$ cat src/hw/rtl/console_line_editor_assert.svh
// Assertion macros used by the console line editor datapath.
`ifndef CONSOLE_LINE_EDITOR_ASSERT_SVH
`define CONSOLE_LINE_EDITOR_ASSERT_SVH

// Same-cycle implication, checked on every rising clock edge out of reset.
`define CLE_ASSERT_NOW(label, ante, cons, msg) \
  label: assert property (@(posedge clk) disable iff (rst) (ante) |-> (cons)) \
    else $error(msg);

// Next-cycle implication, checked on every rising clock edge out of reset.
`define CLE_ASSERT_NEXT(label, ante, cons, msg) \
  label: assert property (@(posedge clk) disable iff (rst) (ante) |=> (cons)) \
    else $error(msg);

`endif

$ cat src/hw/rtl/cle_pkg.sv
// Shared types, codes and helper functions of the console line editor.
package cle_pkg;

  // Byte codes
  localparam logic [7:0] BYTE_BS   = 8'h08;
  localparam logic [7:0] BYTE_DEL  = 8'h7F;
  localparam logic [7:0] BYTE_KILL = 8'h15;
  localparam logic [7:0] BYTE_EOT  = 8'h04;
  localparam logic [7:0] BYTE_CR   = 8'h0D;
  localparam logic [7:0] BYTE_LF   = 8'h0A;
  localparam logic [7:0] BYTE_SP   = 8'h20;

  // Sizes
  localparam int LINE_DEPTH_DEF = 16;
  localparam int LIMIT_W        = 5;
  localparam int LEN_W          = 4;
  localparam int UPC_W          = 5;
  localparam logic [LIMIT_W-1:0] LIMIT_RESET = 5'd16;

  // Microcode entry points
  localparam logic [UPC_W-1:0] UPC_IDLE  = 5'd0;
  localparam logic [UPC_W-1:0] UPC_ERASE = 5'd1;
  localparam logic [UPC_W-1:0] UPC_KILL  = 5'd5;
  localparam logic [UPC_W-1:0] UPC_EOT   = 5'd9;
  localparam logic [UPC_W-1:0] UPC_LF    = 5'd11;
  localparam logic [UPC_W-1:0] UPC_LOOP  = 5'd12;
  localparam logic [UPC_W-1:0] UPC_EOL   = 5'd14;
  localparam logic [UPC_W-1:0] UPC_CHAR  = 5'd15;

  typedef enum logic [1:0] {
    KIND_ECHO = 2'd0,
    KIND_DATA = 2'd1,
    KIND_EOL  = 2'd2,
    KIND_EOF  = 2'd3
  } kind_t;

  typedef enum logic [2:0] {
    COND_NEXT     = 3'd0,
    COND_ALWAYS   = 3'd1,
    COND_CNT_ZERO = 3'd2,
    COND_CNT_NZ   = 3'd3,
    COND_IDX_END  = 3'd4,
    COND_NO_ROOM  = 3'd5,
    COND_DISPATCH = 3'd6
  } cond_t;

  typedef enum logic [2:0] {
    BSEL_ZERO = 3'd0,
    BSEL_BS   = 3'd1,
    BSEL_SP   = 3'd2,
    BSEL_LF   = 3'd3,
    BSEL_CUR  = 3'd4,
    BSEL_RD   = 3'd5
  } bsel_t;

  typedef enum logic [1:0] {
    LAST_NO  = 2'd0,
    LAST_YES = 2'd1,
    LAST_ONE = 2'd2
  } last_sel_t;

  typedef enum logic [1:0] {
    CNT_HOLD = 2'd0,
    CNT_INC  = 2'd1,
    CNT_DEC  = 2'd2,
    CNT_CLR  = 2'd3
  } cnt_op_t;

  typedef enum logic [1:0] {
    IDX_HOLD = 2'd0,
    IDX_CLR  = 2'd1,
    IDX_INC  = 2'd2
  } idx_op_t;

  // One control word of the microprogram
  typedef struct packed {
    cond_t            cond;
    logic [UPC_W-1:0] target;
    logic             emit;
    kind_t            kind;
    bsel_t            bsel;
    last_sel_t        last_sel;
    cnt_op_t          cnt_op;
    idx_op_t          idx_op;
    logic             wr;
  } ucode_t;

  // Sequencer to datapath
  typedef struct packed {
    ucode_t cw;
    logic   advance;
  } ctrl_t;

  // Datapath to sequencer
  typedef struct packed {
    logic cnt_zero;
    logic idx_end;
    logic no_room;
    logic out_busy;
  } flags_t;

  // Turn carriage return into line feed
  function automatic logic [7:0] map_cr(input logic [7:0] b);
    return (b == BYTE_CR) ? BYTE_LF : b;
  endfunction

  // Pick the microprogram entry for a received byte
  function automatic logic [UPC_W-1:0] entry_of(input logic [7:0] b);
    logic [UPC_W-1:0] e;
    case (map_cr(b)) inside
      BYTE_BS, BYTE_DEL: e = UPC_ERASE;
      BYTE_KILL:         e = UPC_KILL;
      BYTE_EOT:          e = UPC_EOT;
      BYTE_LF:           e = UPC_LF;
      default:           e = UPC_CHAR;
    endcase
    return e;
  endfunction

endpackage

$ cat src/hw/rtl/console_line_editor.sv
// Top level of the console line editor: sequencer plus datapath.
//
// Usage:
//   s_* channel takes one received byte per transaction in s_tdata[7:0].
//   m_* channel returns result items: m_tuser is the kind (echo, line byte,
//   end of line, end of file), m_tdata holds the byte and the line length,
//   m_tlast marks the final result caused by one received byte.
//   cfg_* channel writes line_limit; it is always ready and must only be
//   written while no byte is being processed.
// Timing:
//   A byte is taken when the sequencer sits in its idle step, so the next byte
//   waits until the microprogram of the last one has run. Each emitted result
//   occupies one step of the microprogram. A result appears in the output
//   register in the cycle after its step.
// Reset: line empty, limit 16, output empty. The line store is not cleared.
// Stall: while m_tready is low and a result waits, the emitting step holds.
module console_line_editor #(
  parameter int LINE_DEPTH = cle_pkg::LINE_DEPTH_DEF
) (
  input  logic                        clk,
  input  logic                        rst,
  // received byte stream
  input  logic                        s_tvalid,
  output logic                        s_tready,
  input  logic [7:0]                  s_tdata,   // [7:0] rx_byte
  // result stream
  output logic                        m_tvalid,
  input  logic                        m_tready,
  output logic [15:0]                 m_tdata,   // [7:0] out_byte, [11:8] line_length, zero
  output logic [1:0]                  m_tuser,   // [1:0] out_kind
  output logic                        m_tlast,
  // configuration
  input  logic                        cfg_valid,
  output logic                        cfg_ready,
  input  logic [cle_pkg::LIMIT_W-1:0] cfg_data
);
  import cle_pkg::*;

  ctrl_t            ctl;
  flags_t           flags;
  logic [7:0]       res_byte;
  logic [LEN_W-1:0] res_len;

  assign cfg_ready = 1'b1;

  cle_seq u_seq (
    .clk      (clk),
    .rst      (rst),
    .in_valid (s_tvalid),
    .in_byte  (s_tdata),
    .in_ready (s_tready),
    .flags    (flags),
    .ctl      (ctl)
  );

  cle_datapath #(
    .LINE_DEPTH (LINE_DEPTH)
  ) u_dp (
    .clk       (clk),
    .rst       (rst),
    .ctl       (ctl),
    .rx_byte   (s_tdata),
    .cfg_we    (cfg_valid && cfg_ready),
    .cfg_data  (cfg_data),
    .flags     (flags),
    .out_valid (m_tvalid),
    .out_ready (m_tready),
    .out_kind  (m_tuser),
    .out_byte  (res_byte),
    .out_len   (res_len),
    .out_last  (m_tlast)
  );

  // Pack result fields
  assign m_tdata = {4'b0000, res_len, res_byte};

endmodule

$ cat src/hw/rtl/cle_seq.sv
// Microcode sequencer: step counter, control store and jump logic.
module cle_seq (
  input  logic            clk,
  input  logic            rst,
  input  logic            in_valid,
  input  logic [7:0]      in_byte,
  output logic            in_ready,
  input  cle_pkg::flags_t flags,
  output cle_pkg::ctrl_t  ctl
);
  import cle_pkg::*;

  logic [UPC_W-1:0] upc, upc_next;
  ucode_t           cw;
  logic             stall;
  logic             taken;

  // Control store
  function automatic ucode_t urom(input logic [UPC_W-1:0] a);
    ucode_t w;
    w = '{cond: COND_NEXT, target: UPC_IDLE, emit: 1'b0, kind: KIND_ECHO,
          bsel: BSEL_ZERO, last_sel: LAST_NO, cnt_op: CNT_HOLD,
          idx_op: IDX_HOLD, wr: 1'b0};
    case (a)
      5'd0:  w.cond = COND_DISPATCH;
      // single erase
      5'd1:  w.cond = COND_CNT_ZERO;
      5'd2:  begin w.emit = 1'b1; w.bsel = BSEL_BS; end
      5'd3:  begin w.emit = 1'b1; w.bsel = BSEL_SP; end
      5'd4:  begin
        w.emit = 1'b1; w.bsel = BSEL_BS; w.last_sel = LAST_YES;
        w.cnt_op = CNT_DEC; w.cond = COND_ALWAYS;
      end
      // line kill loop
      5'd5:  w.cond = COND_CNT_ZERO;
      5'd6:  begin w.emit = 1'b1; w.bsel = BSEL_BS; end
      5'd7:  begin w.emit = 1'b1; w.bsel = BSEL_SP; end
      5'd8:  begin
        w.emit = 1'b1; w.bsel = BSEL_BS; w.last_sel = LAST_ONE;
        w.cnt_op = CNT_DEC; w.cond = COND_ALWAYS; w.target = UPC_KILL;
      end
      // end of file on empty line
      5'd9:  w.cond = COND_CNT_NZ;
      5'd10: begin
        w.emit = 1'b1; w.kind = KIND_EOF; w.last_sel = LAST_YES;
        w.cond = COND_ALWAYS;
      end
      // line feed: echo, deliver, report length
      5'd11: begin w.emit = 1'b1; w.bsel = BSEL_LF; w.idx_op = IDX_CLR; end
      5'd12: begin w.cond = COND_IDX_END; w.target = UPC_EOL; end
      5'd13: begin
        w.emit = 1'b1; w.kind = KIND_DATA; w.bsel = BSEL_RD;
        w.idx_op = IDX_INC; w.cond = COND_ALWAYS; w.target = UPC_LOOP;
      end
      5'd14: begin
        w.emit = 1'b1; w.kind = KIND_EOL; w.last_sel = LAST_YES;
        w.cnt_op = CNT_CLR; w.idx_op = IDX_CLR; w.cond = COND_ALWAYS;
      end
      // plain character
      5'd15: w.cond = COND_NO_ROOM;
      5'd16: begin
        w.emit = 1'b1; w.bsel = BSEL_CUR; w.last_sel = LAST_YES;
        w.cnt_op = CNT_INC; w.wr = 1'b1; w.cond = COND_ALWAYS;
      end
      default: w.cond = COND_ALWAYS;
    endcase
    return w;
  endfunction

  assign cw       = urom(upc);
  assign in_ready = (cw.cond == COND_DISPATCH);
  assign stall    = (cw.emit && flags.out_busy) || (in_ready && !in_valid);

  // Resolve the condition of the current step
  always_comb begin
    case (cw.cond)
      COND_ALWAYS:   taken = 1'b1;
      COND_CNT_ZERO: taken = flags.cnt_zero;
      COND_CNT_NZ:   taken = !flags.cnt_zero;
      COND_IDX_END:  taken = flags.idx_end;
      COND_NO_ROOM:  taken = flags.no_room;
      default:       taken = 1'b0;
    endcase
  end

  // Advance, jump or hold the step counter
  always_comb begin
    if (stall) begin
      upc_next = upc;
    end else if (cw.cond == COND_DISPATCH) begin
      upc_next = entry_of(in_byte);
    end else if (taken) begin
      upc_next = cw.target;
    end else begin
      upc_next = upc + UPC_W'(1);
    end
  end

  always_ff @(posedge clk) begin
    if (rst) begin
      upc <= UPC_IDLE;
    end else begin
      upc <= upc_next;
    end
  end

  assign ctl.cw      = cw;
  assign ctl.advance = !stall;

endmodule

$ cat src/hw/rtl/cle_datapath.sv
// Datapath: line store, character count, read index and result register.
`include "console_line_editor_assert.svh"

module cle_datapath #(
  parameter int LINE_DEPTH = cle_pkg::LINE_DEPTH_DEF
) (
  input  logic                         clk,
  input  logic                         rst,
  input  cle_pkg::ctrl_t               ctl,
  input  logic [7:0]                   rx_byte,
  input  logic                         cfg_we,
  input  logic [cle_pkg::LIMIT_W-1:0]  cfg_data,
  output cle_pkg::flags_t              flags,
  output logic                         out_valid,
  input  logic                         out_ready,
  output logic [1:0]                   out_kind,
  output logic [7:0]                   out_byte,
  output logic [cle_pkg::LEN_W-1:0]    out_len,
  output logic                         out_last
);
  import cle_pkg::*;

  localparam int CNT_W = $clog2(LINE_DEPTH);
  localparam int CMP_W = ((CNT_W > LIMIT_W) ? CNT_W : LIMIT_W) + 1;

  logic [LIMIT_W-1:0] line_limit;
  logic [CNT_W-1:0]   count, count_next;
  logic [CNT_W-1:0]   idx, idx_next;
  logic [7:0]         store [LINE_DEPTH];
  logic [7:0]         rd_data;
  logic [7:0]         cur_byte;
  logic [CMP_W-1:0]   lim_eff;
  logic               no_room;
  logic               fire;
  logic               take;
  logic [7:0]         sel_byte;
  logic               sel_last;

  assign fire = ctl.advance && ctl.cw.emit;
  assign take = ctl.advance && (ctl.cw.cond == COND_DISPATCH);

  // Limit register
  always_ff @(posedge clk) begin
    if (rst) begin
      line_limit <= LIMIT_RESET;
    end else if (cfg_we) begin
      line_limit <= cfg_data;
    end
  end

  // Clamp the limit to the store depth and check for room
  assign lim_eff = (CMP_W'(line_limit) > CMP_W'(LINE_DEPTH)) ? CMP_W'(LINE_DEPTH)
                                                             : CMP_W'(line_limit);
  assign no_room = (CMP_W'(count) + CMP_W'(1)) >= lim_eff;

  // Count and index updates
  always_comb begin
    count_next = count;
    idx_next   = idx;
    if (ctl.advance) begin
      case (ctl.cw.cnt_op)
        CNT_INC: count_next = count + CNT_W'(1);
        CNT_DEC: count_next = count - CNT_W'(1);
        CNT_CLR: count_next = '0;
        default: count_next = count;
      endcase
      case (ctl.cw.idx_op)
        IDX_CLR: idx_next = '0;
        IDX_INC: idx_next = idx + CNT_W'(1);
        default: idx_next = idx;
      endcase
    end
  end

  always_ff @(posedge clk) begin
    if (rst) begin
      count <= '0;
      idx   <= '0;
    end else begin
      count <= count_next;
      idx   <= idx_next;
    end
  end

  // Latch the received byte with carriage return mapped to line feed
  always_ff @(posedge clk) begin
    if (take) begin
      cur_byte <= map_cr(rx_byte);
    end
  end

  // Line store: write at the count, registered read at the index
  always_ff @(posedge clk) begin
    if (ctl.advance && ctl.cw.wr) begin
      store[count] <= cur_byte;
    end
    rd_data <= store[idx];
  end

  // Select result byte and last flag
  always_comb begin
    case (ctl.cw.bsel)
      BSEL_BS:  sel_byte = BYTE_BS;
      BSEL_SP:  sel_byte = BYTE_SP;
      BSEL_LF:  sel_byte = BYTE_LF;
      BSEL_CUR: sel_byte = cur_byte;
      BSEL_RD:  sel_byte = rd_data;
      default:  sel_byte = 8'h00;
    endcase
    case (ctl.cw.last_sel)
      LAST_YES: sel_last = 1'b1;
      LAST_ONE: sel_last = (count == CNT_W'(1));
      default:  sel_last = 1'b0;
    endcase
  end

  // Result register: load on emit, drop once taken
  always_ff @(posedge clk) begin
    if (rst) begin
      out_valid <= 1'b0;
    end else if (fire) begin
      out_valid <= 1'b1;
    end else if (out_ready) begin
      out_valid <= 1'b0;
    end
  end

  always_ff @(posedge clk) begin
    if (fire) begin
      out_kind <= ctl.cw.kind;
      out_byte <= sel_byte;
      out_len  <= (ctl.cw.kind == KIND_EOL) ? LEN_W'(count) : '0;
      out_last <= sel_last;
    end
  end

  assign flags.cnt_zero = (count == '0);
  assign flags.idx_end  = (idx == count);
  assign flags.no_room  = no_room;
  assign flags.out_busy = out_valid && !out_ready;

  // Checks
  `CLE_ASSERT_NOW(a_wr_has_room, ctl.advance && ctl.cw.wr, !no_room,
                  "line store written without room")
  `CLE_ASSERT_NOW(a_idx_in_line, 1'b1, idx <= count,
                  "read index beyond character count")
  `CLE_ASSERT_NEXT(a_eol_empties, fire && (ctl.cw.kind == KIND_EOL), count == '0,
                   "line not emptied after end of line")

endmodule
$ cat config.mk
export PLATFORM = sky130hd
export DESIGN_NAME = console_line_editor
export DESIGN_NICKNAME = d
export VERILOG_FILES = /design/src/hw/rtl/cle_pkg.sv /design/src/hw/rtl/console_line_editor.sv /design/src/hw/rtl/cle_seq.sv /design/src/hw/rtl/cle_datapath.sv
export VERILOG_INCLUDE_DIRS = /design/src /design/src/hw/rtl
export SDC_FILE = /design/constraint.sdc
export NUM_CORES = 1
export LEC_CHECK = 0
export BUFFER_PORTS_ARGS = -buffer_cell sky130_fd_sc_hd__buf_4
export CORE_AREA = 2 2 174 176
export DETAILED_ROUTE_END_ITERATION = 6
export DIE_AREA = 0 0 176 178
export PLACE_DENSITY_LB_ADDON = 0.12
export SYNTH_ARGS = -nofsm -noshare
export SYNTH_HDL_FRONTEND = slang
export SYNTH_SLANG_ARGS = --single-unit
$ cat constraint.sdc
create_clock -name clk -period 3.9 [get_ports clk]
set_input_delay 0.195 -clock clk [delete_from_list [all_inputs] [get_ports clk]]
set_output_delay 0.195 -clock clk [all_outputs]
set_load 0.005 [all_outputs]
==> results by group, run 1 <==
Outcome
  • Status: finished, final reports clean

Synthesis
  • Post-synthesis sequential area ratio: 64.8%
  • Mapped Area: 0.00784 sq mm
  • Ys async rst share: 0%
  • Syn_area_per_cell: 15.4 sq um
  • FF+latch count, synth: 178
  • Yosys cell types: 63
  • Cells after Synth: 509
  • Top_reg_cell synth: edfxtp_1
  • Yosys warnings: 0
  • Number of synthesized flops with an enable pin: 151

Die
  • Die width: 176 um
  • Die Area: 0.0313 sq mm
  • Die Y: 178 um
  • Cell row count: 63
  • Core area: 0.0294 sq mm
  • Starting Density: 26.7%
  • Num ports: 40

Route
  • Antenna viol nets, final: 0
  • Vias per cell: 4.64
  • DR DRC count: 0
  • DRT Pass-1 Iters: 5
  • Metal3 WL: 829 um
  • Routed WL: 19600 um
  • WL met2: 9220 um
  • M1 wire length: 9240 um
  • Top Layer Used: met4
  • DRC violation total after the first TritonRoute iteration: 407
  • Wire per inst: 20.7 um
  • Via count: 4399

Placed design
  • Pre-CTS setup slack: 663 ps
  • Port Buf Inserts: 34
  • Dpl hpwl: 13500 um
  • Area after DPL: 0.00847 sq mm
  • RD Place Congestion: 0.782

STA
  • Worst Slack Setup Final: 628 ps
  • Worst slew pin tran: 909 ps
  • Tcrit/Tclk final: 83.9%
  • Clk_skew: 9.79 ps
  • Fmax: 306 MHz
  • Final setup violating endpoints: 0
  • Slew Limit Headroom: 39.4%
  • Sum Neg Setup Slack: 0 ps
  • Min Tclk post-route: 3270 ps
  • Final Max Slew Viols: 0
  • Final Hold Fails: 0
  • Worst hold margin: 47.5 ps
  • RSZ-0062 raised after global routing: false

Setup path
  • Crit path max-delay cell type: and2_1
  • Reg2Reg Depth: 8
  • CP arrival: 3350 ps
  • CP peak stage delay: 430 ps
  • Critical path class: reg -> reg
  • Setup crit end kind: register
  • Startpoint Class: register
  • Crit-path cells: inv_1 -> ha_1 -> mux2_2 -> a211oi_2 -> o211a_1 -> nand2_1 -> nor3b_1 -> and2_1
  • Critical-path maximum fanout: 12
  • Worst Path Required: 3980 ps

Finish
  • Final instance area: 0.00910 sq mm
  • Fill cells: 2864
  • Share of cells above drive strength 1: 22.8%
  • NumNets Final: 584
  • Synth-to-layout area growth: 16.2%
  • Fin util: 31.0%
  • Number of diodes: 0

GRT
  • Antenna violations before repair: 0
  • Wire length of the first global-routing pass: 29400 um
  • GRT Overall Usage: 13.1%
  • Total gr overflow: 0
  • Largest net degree at the start of global routing: 23
  • Vias in the first global route: 4496

Clock tree
  • Max Root-Sink Buffers: 2
  • Worst-Skew Late Latency: 430 ps
  • H-tree Lvls: 4
  • CTS Sinks: 178
  • Post-CTS Setup Inserts: 0
  • Reg clk slew, reported paths: 70 ps
  • CTS tree: yes
  • CTS buffer count: 17
  • Clk root buf: clkbuf_16

Min path
  • Hold WC Path Type: in -> reg
  • Hold path depth: 2

Power and ir drop
  • Static Leak: 2.99 nW
  • Pwr Density: 620 mW/mm^2
  • VDD IR max: 315 uV

Flow run
  • Max-cap violation count: 0
==> Yosys cell counts, types with 8 or more instances <==
library cell,instances,area [sq um]
edfxtp_1,151,4530
nor2b_1,8,50.1
and2_1,19,119
nor2_1,27,101
dfxtp_1,27,541
ha_1,19,238
clkbuf_1,20,75.1
a21oi_1,15,75.1
inv_1,13,48.8
nand3_1,13,65.1
o21ai_0,15,75.1
nand2_1,25,93.8
mux4_2,40,901
==> registers in the layout (all words and copies together) (netlist names), 2 cells and up <==
register	cells
u_dp.count	4
u_dp.idx	4
u_dp.out_kind	2
u_seq.upc	5
u_dp.store	128
u_dp.out_byte	8
u_dp.line_limit	5
u_dp.out_len	4
u_dp.rd_data	8
u_dp.cur_byte	8
==> through the flow <==
stage          instances  power, mW
3_5_place_dp         908       4.10
5_1_grt              948       5.92
2_1_floorplan        512       3.48
3_3_place_gp         908       4.13
6_report             948       5.64
4_1_cts              948       5.70
==> per-layer routing <==
layer	vias up	GRT usage [%]
met3	16	2.45
met2	112	20.5
met5	-	0
met4	0	4.92
li1	2036	-
met1	2235	18.2
==> worst max-delay path, delay by kind of cell (launching register included) <==
| kind | cells | cell delay (ps) |
|---|---|---|
| and+or+nand+nor | 3 | 1120 |
| buffers and inverters | 1 | 120 |
| DFF | 1 | 420 |
| muxes | 1 | 340 |
| AOI/OAI and AO/OA | 2 | 580 |
| adders and majority gates | 1 | 360 |
==> where the power goes <==
part	internal, mW	switching [mW]	total, mW
Sequential	2.42	0.325	2.74
Clock	0.825	0.761	1.59
Combinational	0.527	0.789	1.32
Total	3.77	1.87	5.64
==> layout by cell type (no fill, tap or decap), types with 3 or more instances in the layout <==
cell type and count:
nand3_1 13, o22ai_1 3, clkinvlp_4 4, inv_8 3, o21ai_0 15, nand3b_1 3, a211oi_1 3, edfxtp_1 151
and2_1 19, inv_1 13, nand2b_1 3, nor2_1 27, nor3_1 5, nand2_1 25, or3_1 3, xnor2_1 6
ha_1 19, buf_4 42, a22o_1 5, dlygate4sd3_1 10, nor4_1 6, a22oi_1 5, mux2i_1 6, dfxtp_1 26
clkbuf_16 17, nor2b_1 8, a21oi_1 15, a31oi_1 3, mux4_2 40, and3_1 5, conb_1 5, xor2_1 3
==> area by class of cell <==
| class | instances | area (sq um) | area share (%) |
|---|---|---|---|
| Sequential cell | 178 | 5080 | 55.8 |
| Multi-Input combinational cell | 284 | 2540 | 27.9 |
| Tap cell | 390 | 488 | 5.36 |
| Clock buffer | 18 | 429 | 4.71 |
| Timing Repair Buffer | 52 | 415 | 4.56 |
| Clock inverter | 12 | 104 | 1.14 |
| Inverter | 14 | 52.6 | 0.577 |
==> repair_timing <==
item,4_1_cts,5_1_grt
hold buffers,10,0
hold endpoints to repair,10,0
resized for setup,0,0
==> logic make-up (layout without fill, tap and decap cells) <==
family                   after synthesis  after routing  synth area share [%]
XOR/XNOR                               9              9                  1.01
flip-flops                           178            178                  64.8
other                                  2              5                0.0958
adder cells (fa/ha/maj)               19             19                  3.03
AO/OA/AOI/OAI                         73             73                  6.64
multiplexers                          48             48                  12.5
buffers and inverters                 50             96                  3.08
AND/OR/NAND/NOR                      130            130                  8.83
==> final timing paths <==
kind	from	end	slack (ps)
setup reg to reg	u_seq.upc[0]	u_dp.store[8][3]	630
setup / recovery	u_seq.upc[0]	u_dp.store[8][3]	630
hold / removal	cfg_valid	u_dp.line_limit[4]	50
hold reg to reg	u_dp.line_limit[0]	u_dp.line_limit[0]	490
Note: power is estimated with default switching activity, not from simulation.
==> inputs of run 2 (changes only) <==
--- a/config.mk
+++ b/config.mk
@@ -6,10 +6,11 @@
 export SDC_FILE = /design/constraint.sdc
 export NUM_CORES = 1
 export LEC_CHECK = 0
+export ABC_AREA = 1
 export BUFFER_PORTS_ARGS = -buffer_cell sky130_fd_sc_hd__buf_4
-export CORE_AREA = 2 2 174 176
+export CORE_AREA = 2 2 175 177
 export DETAILED_ROUTE_END_ITERATION = 6
-export DIE_AREA = 0 0 176 178
+export DIE_AREA = 0 0 177 179
 export PLACE_DENSITY_LB_ADDON = 0.12
 export SYNTH_ARGS = -nofsm -noshare
 export SYNTH_HDL_FRONTEND = slang
==> constraint.sdc (replaced) <==
create_clock -name clk -period 3.4 [get_ports clk]
set_input_delay 0.17 -clock clk [delete_from_list [all_inputs] [get_ports clk]]
set_output_delay 0.17 -clock clk [all_outputs]
set_load 0.005 [all_outputs]
==> results by group, run 2 <==
Synthesis
  • Simple logic cell fraction of the synthesized area: 16.1% (+7.3 points)
  • Mapped Area: 0.00797 sq mm (+1.7%)
  • Adder-cell share of the synthesized area: 2.98% (-0.052 points)
  • Number of synthesized flops with an enable pin: 151 (unchanged)
  • Synth cell count leaders: edfxtp_1, nor2_1, nand2_1
  • Cells after Synth: 744 (+46%)
  • Syn_area_per_cell: 10.7 sq um (-30%)
  • Xor and xnor fraction of the mapped netlist area: 0.989% (-0.017 points)
  • Ys async rst share: 0% (unchanged)
  • Mux contribution to synthesized area: 0% (-13 points)
  • Top_reg_cell synth: edfxtp_1
  • Post-synthesis sequential area ratio: 63.7% (-1.1 points)
  • Yosys warnings: 0 (unchanged)
  • Largest family of logic cells by synthesized area: simple AND/OR/NAND/NOR gates
  • FF+latch count, synth: 178 (unchanged)
  • Yosys cell types: 38 (-40%)
  • Post-synthesis compound-gate area fraction: 11.1% (+4.4 points)
  • Synth top area share: 56.9% (-0.99 points)
  • Synth top area cells: edfxtp_1, dfxtp_1, nor2_1, o21ai_0, nand2_1
  • Area leader, netlist: edfxtp_1
  • Count leader, synth: edfxtp_1

Clock tree
  • CTS tree: yes
  • # resized after CTS: 0 (unchanged)
  • Reg clk slew, reported paths: 70 ps (about the same)
  • Worst-Skew Late Latency: 420 ps (about the same)
  • Clk root buf: clkbuf_16
  • CTS Sinks: 178 (unchanged)
  • CTS buffer count: 17 (unchanged)
  • H-tree Lvls: 4 (unchanged)
  • Max Root-Sink Buffers: 2 (unchanged)

Finish
  • Largest reg by FF count: u_dp.store
  • Synth-to-layout area growth: 18.0%
  • Most frequent cells in the layout: edfxtp_1, nor2_1, nand2_1
  • Layout Cells excl Fill: 1202 (+27%)
  • Commonest non-fill, non-tap cell in the layout: edfxtp_1
  • NumNets Final: 830 (+42%)
  • Share of cells above drive strength 1: 14.3% (-8.5 points)
  • Fin util: 31.3% (+0.37 points)
  • Number of diodes: 0 (unchanged)
  • Max FFs per register: 128 (unchanged)

STA
  • Sum Neg Setup Slack: 0 ps (unchanged)
  • Slew Limit Headroom: 32.6% (-6.8 points)
  • Worst slew pin tran: 1010 ps (+102 ps)
  • RSZ-0062 raised after global routing: false
  • Tcrit/Tclk final: 86.2% (+2.3 points)
  • Final setup violating endpoints: 0 (unchanged)
  • Final Hold Fails: 0 (unchanged)
  • Min Tclk post-route: 2930 ps (-341 ps)
  • Fmax: 341 MHz (+12%)
  • Final Max Slew Viols: 0 (unchanged)
  • Clk_skew: 8.76 ps (-1.03 ps)

Die
  • Die Y: 179 um (+0.56%)
  • Die width: 177 um (+0.57%)
  • Die Area: 0.0317 sq mm (+1.1%)
  • Num ports: 40 (unchanged)
  • Core area: 0.0300 sq mm (+2.1%)
  • Starting Density: 26.5% (-0.10 points)
  • Cell row count: 64 (+1.6%)

Setup path
  • Setup crit end kind: register
  • Cell family with most CP delay: simple AND/OR/NAND/NOR gates
  • Worst R2R End: u_dp.store[6][0]
  • Reg2Reg Depth: 13 (+5)
  • RR Startpoint: u_seq.upc[1]
  • Startpoint Class: register
  • CP Buf/Inv Count: 2 (+1)
  • Top cell by count, worst path: nor2_1
  • Reg-to-reg slack, setup: 470 ps (-160 ps)
  • Critical path class: reg -> reg
  • CP arrival: 2990 ps (-360 ps)
  • Crit-path cells: inv_1 -> ha_1 -> nand2_1 -> nor2_1 -> nor2_1 -> inv_1 -> nor2_1 -> nand2_2 -> nand2_4 -> nand2_4 -> nor2_2 -> nand2_1 -> nor2_1
  • Crit path max-delay cell type: nor2_1
  • Critical-path maximum fanout: 12 (unchanged)
  • CP peak stage delay: 520 ps (+90 ps)
  • Worst Path Required: 3460 ps (-520 ps)

Placed design
  • Placed cells: 1159 (+28%)
  • RD Place Congestion: 0.830 (+6.1%)
  • Dpl hpwl: 15700 um (+17%)
  • Port Buf Inserts: 34 (unchanged)

Power and ir drop
  • VDD IR max: 299 uV (-5.3%)
  • Pwr Density: 657 mW/mm^2 (+6.0%)
  • Static Leak: 3.51 nW (+18%)

GRT
  • GRT Overall Usage: 14.4% (+1.3 points)
  • Total gr overflow: 0 (unchanged)
  • Vias in the first global route: 5569 (+24%)
  • Largest net degree at the start of global routing: 39 (+70%)
  • Antenna violations before repair: 0 (unchanged)
  • Wire length of the first global-routing pass: 33700 um (+15%)

Min path
  • Hold path depth: 2 (unchanged)
  • Hold Crit Endpoint: u_dp.count[3]
  • Hold WC Path Type: in -> reg
  • Min-Delay Startpoint: rst

Route
  • DRT Pass-1 Iters: 4 (-1)
  • Top Layer Used: met4
  • Wire per inst: 18.7 um (-9.9%)
  • Antenna viol nets, final: 0 (unchanged)
  • DR DRC count: 0 (unchanged)
  • M1 wire length: 10400 um (+13%)
  • DRC violation total after the first TritonRoute iteration: 540 (+33%)
  • Via count: 5556 (+26%)
  • Routed WL: 22400 um (+14%)
  • WL met2: 10800 um (+17%)
  • Vias per cell: 4.62 (-0.39%)
  • Metal3 WL: 872 um (+5.2%)

Outcome
  • Status: finished, final reports clean

Flow run
  • Max-cap violation count: 0 (unchanged)
==> run 2: changes by cell type after synthesis, sizes merged, moves of 11 or more <==
| cell | previous run | this run |
|---|---|---|
| clkbuf | 21 | 32 |
| mux4 | 40 | 0 |
| o221ai | 0 | 24 |
| and2 | 19 | 0 |
| nand3 | 13 | 40 |
| nand2 | 26 | 97 |
| inv | 14 | 59 |
| nor2 | 27 | 136 |
| o21ai | 16 | 77 |
==> run 2: worst max path at each step <==
stage / from / end / slack, ps / cells after the start
CTS: u_seq.upc[1] / u_dp.store[6][0] / 490 / 13
detailed placement: u_seq.upc[1] / u_dp.store[6][4] / 510 / 13
finish: u_seq.upc[1] / u_dp.store[6][0] / 470 / 13
floorplan: u_seq.upc[0] / u_dp.store[15][0] / 640 / 12
global route: u_seq.upc[1] / u_dp.store[6][7] / 210 / 13
global placement: u_seq.upc[1] / u_dp.store[6][7] / 620 / 13
==> run 2: metal layers <==
| metal | track usage, % | vias up |
|---|---|---|
| li1 | - | 2695 |
| met1 | 19.7 | 2717 |
| met2 | 23.7 | 127 |
| met3 | 2.01 | 17 |
| met4 | 4.48 | 0 |
| met5 | 0 | - |
==> run 2: cell type report <==
type,count,area [sq um]
Clock buffer,17,425
Inverter,61,231
Sequential cell,178,5080
Multi-Input combinational cell,468,2500
Timing Repair Buffer,67,531
Fill cell,3079,20600
Clock inverter,15,148
Tap cell,396,495
==> run 2: stage by stage <==
stage / instance area [sq um] / total power [mW] / worst slack (ps) / hold slack, ps
floorplan: 7980 / 3.71 / 641 / 270
global placement: 8720 / 4.31 / 615 / 364
detailed placement: 8720 / 4.31 / 510 / 367
CTS: 9410 / 6.25 / 486 / 4.98
global route: 9410 / 6.50 / 210 / 22.2
finish: 9410 / 6.18 / 469 / 28.3
==> run 2: cell families (layout without fill, tap and decap cells) <==
group	count (synthesis)	in the layout
simple gates	290	290
other cells	2	5
compound gates	145	145
buf+inv	101	160
fa+ha+maj	19	19
flops	178	178
xor+xnor	9	9
==> run 2: repair_timing <==
action / 4_1_cts / 5_1_grt
endpoints found under the hold margin: 9 / 0
hold buffers: 11 / 0
buffers inserted: 0 / 0
==> run 2: power by group <==
group	internal, mW	switching, mW
Sequential	2.64	0.226
Clock	1.03	0.892
Combinational	0.496	0.896
Total	4.17	2.01
==> inputs of run 3 (changes only) <==
--- a/config.mk
+++ b/config.mk
@@ -8,6 +8,7 @@
 export LEC_CHECK = 0
 export ABC_AREA = 1
 export BUFFER_PORTS_ARGS = -buffer_cell sky130_fd_sc_hd__buf_4
+export CAP_MARGIN = 25
 export CORE_AREA = 2 2 175 177
 export DETAILED_ROUTE_END_ITERATION = 6
 export DIE_AREA = 0 0 177 179
==> constraint.sdc (replaced) <==
create_clock -name clk -period 3.7 [get_ports clk]
set_input_delay 0.185 -clock clk [delete_from_list [all_inputs] [get_ports clk]]
set_output_delay 0.185 -clock clk [all_outputs]
set_load 0.005 [all_outputs]
==> results by group, run 3 (synthesized netlist as in run 2, its figures left out) <==
Finish
  • Largest reg by FF count: u_dp.store
  • Final instance area: 0.00925 sq mm (-1.6%)
  • FF/Latch Area: 0.00508 sq mm (unchanged)
  • Fin util: 30.8% (-0.51 points)
  • Fill cells: 3076 (-0.097%)
  • Share of cells above drive strength 1: 12.4% (-1.8 points)
  • Most frequent cells in the layout: edfxtp_1, nor2_1, nand2_1
  • Area of the multi-input gates: 0.00250 sq mm (unchanged)
  • Synth-to-layout area growth: 16.1%
  • Commonest non-fill, non-tap cell in the layout: edfxtp_1
  • Max FFs per register: 128 (unchanged)
  • Number of diodes: 0 (unchanged)
  • NumNets Final: 813 (-2.0%)

Setup path
  • Top cell by count, worst path: nor2_1
  • CP arrival: 3220 ps (+230 ps)
  • Critical-path maximum fanout: 12 (unchanged)
  • Setup crit end kind: register
  • Crit path max-delay cell type: nor2_1
  • Crit-path cells: inv_1 -> ha_1 -> nand2_1 -> nor2_1 -> nor2_1 -> inv_1 -> nor2_1 -> nand2_2 -> nand2_4 -> nand2_4 -> nor2_2 -> nand2_1 -> nor2_1
  • CP peak stage delay: 570 ps (+50 ps)
  • Worst Path Required: 3760 ps (+300 ps)
  • Startpoint Class: register
  • Critical path class: reg -> reg

Clock tree
  • CTS buffer count: 17 (unchanged)
  • CTS Sinks: 178 (unchanged)
  • Reg clk slew, reported paths: 70 ps (about the same)
  • Worst-Skew Late Latency: 430 ps (about the same)
  • # resized after CTS: 0 (unchanged)
  • H-tree Lvls: 4 (unchanged)
  • Post-CTS Hold Buffers: 10 (-1)
  • CTS tree: yes
  • Post-CTS Setup Inserts: 0 (unchanged)
  • Max Root-Sink Buffers: 2 (unchanged)
  • Clk root buf: clkbuf_16

STA
  • Fmax: 317 MHz (-7.1%)
  • Worst Slack Setup Final: 547 ps (+77.4 ps)
  • Final Hold Fails: 0 (unchanged)
  • Tcrit/Tclk final: 85.2% (-0.97 points)
  • Clk_skew: 12.0 ps (+3.25 ps)
  • Worst slew pin tran: 982 ps (-29.0 ps)
  • RSZ-0062 raised after global routing: false
  • Final Max Slew Viols: 0 (unchanged)
  • Final setup violating endpoints: 0 (unchanged)
  • Sum Neg Setup Slack: 0 ps (unchanged)
  • Min Tclk post-route: 3150 ps (+223 ps)
  • Slew Limit Headroom: 34.5% (+1.9 points)

Power and ir drop
  • Static Leak: 3.42 nW (-2.7%)
  • Sequential power share: 46.7% (+0.4 points)
  • Pwr Density: 606 mW/mm^2 (-7.8%)
  • Sw frac: 33.0% (+0.41 points)
  • VDD IR max: 318 uV (+6.4%)
  • Clock share of power: 30.2% (-1.0 points)
  • Gate power share: 23.1% (+0.6 points)
  • Internal: 3.76 mW (-9.8%)
  • P_sw: 1.85 mW (-8.1%)

GRT
  • Vias in the first global route: 5532 (-0.66%)
  • GRT Overall Usage: 14.6% (+0.12 points)
  • Largest net degree at the start of global routing: 69 (+77%)
  • Antenna violations before repair: 0 (unchanged)
  • Total gr overflow: 0 (unchanged)
  • Wire length of the first global-routing pass: 33800 um (about the same)

Route
  • Vias per cell: 4.75 (+2.8%)
  • Via count: 5631 (+1.3%)
  • DR DRC count: 0 (unchanged)
  • DRT Pass-1 Iters: 5 (+1)
  • Antenna viol nets, final: 0 (unchanged)
  • Wire per inst: 19.0 um (+2.0%)
  • DRC violation total after the first TritonRoute iteration: 504 (-6.7%)
  • Routed WL: 22600 um (+0.59%)

Placed design
  • Pre-CTS setup slack: 545 ps (+35.1 ps)
  • Dpl hpwl: 15500 um (-1.4%)
  • Port Buf Inserts: 34 (unchanged)
  • RD Place Congestion: 0.848 (+2.2%)
  • Area after DPL: 0.00860 sq mm (-1.4%)

Die
  • Die Area: 0.0317 sq mm (unchanged)
  • Starting Density: 26.5% (unchanged)
  • Die width: 177 um (unchanged)
  • Num ports: 40 (unchanged)
  • Core area: 0.0300 sq mm (unchanged)
  • Cell row count: 64 (unchanged)
  • Die Y: 179 um (unchanged)

Outcome
  • Status: finished, final reports clean

Flow run
  • Max-cap violation count: 0 (unchanged)

Min path
  • Hold WC Path Type: in -> reg
run 3: changes by cell type in the layout (fill, tap and decap cells not counted):
cell and change:
inv_8 -1, clkinv_2 +1, clkinv_1 +1, bufinv_16 -1, dlygate4sd3_1 -1, buf_4 -16
clkinvlp_4 -1, clkinv_4 -1, clkinv_8 +1, inv_6 +1
run 3: worst paths after layout:
kind                       from            endpoint  slack (ps)  cells after the start
max                u_seq.upc[1]    u_dp.store[8][6]         550                     13
min                 cfg_data[0]  u_dp.line_limit[0]          40                      3
max reg2reg        u_seq.upc[1]    u_dp.store[8][6]         550                     13
min reg2reg  u_dp.line_limit[0]  u_dp.line_limit[0]         480                      2
run 3: final cells by class:
class	instances	area share, %
flip-flops and latches	178	54.9
multi-input cells	468	27.0
well taps	396	5.35
clock buffers	17	4.60
repair buffers	50	4.33
inverters	61	2.50
clock inverters	15	1.34
run 3: critical path: cells and delay by family, from the launching register on:
kind	cells	cell delay, ps
flip-flops	1	410
buffers and inverters	2	180
AND/OR/NAND/NOR	10	1980
adder cells (fa/ha/maj)	1	210
run 3: power by group through the flow:
| stage | combinational, mW | clock, mW | sequential, mW |
|---|---|---|---|
| after floorplan | 0.837 | 0 | 2.57 |
| after global placement | 1.31 | 0 | 2.67 |
| after detailed placement | 1.29 | 0 | 2.68 |
| after CTS | 1.30 | 1.73 | 2.63 |
| after global routing | 1.45 | 1.81 | 2.64 |
| final | 1.29 | 1.70 | 2.62 |
run 3: per-stage QoR:
stage	hold WS (ps)	cells	total power, mW
6_report	38.7	1185	5.61
5_1_grt	28.6	1185	5.91
4_1_cts	18.4	1185	5.67
3_5_place_dp	376	1143	3.97
3_3_place_gp	381	1143	3.97
2_1_floorplan	285	747	3.41
run 3: layer usage:
metal / GRT usage, % / part of all wire (%) / up-vias
met5: 0 / 0 / -
met3: 2.84 / 6.1 / 26
li1: - / - / 2664
met1: 19.5 / 45 / 2716
met4: 4.96 / 2.0 / 0
met2: 23.5 / 47 / 225
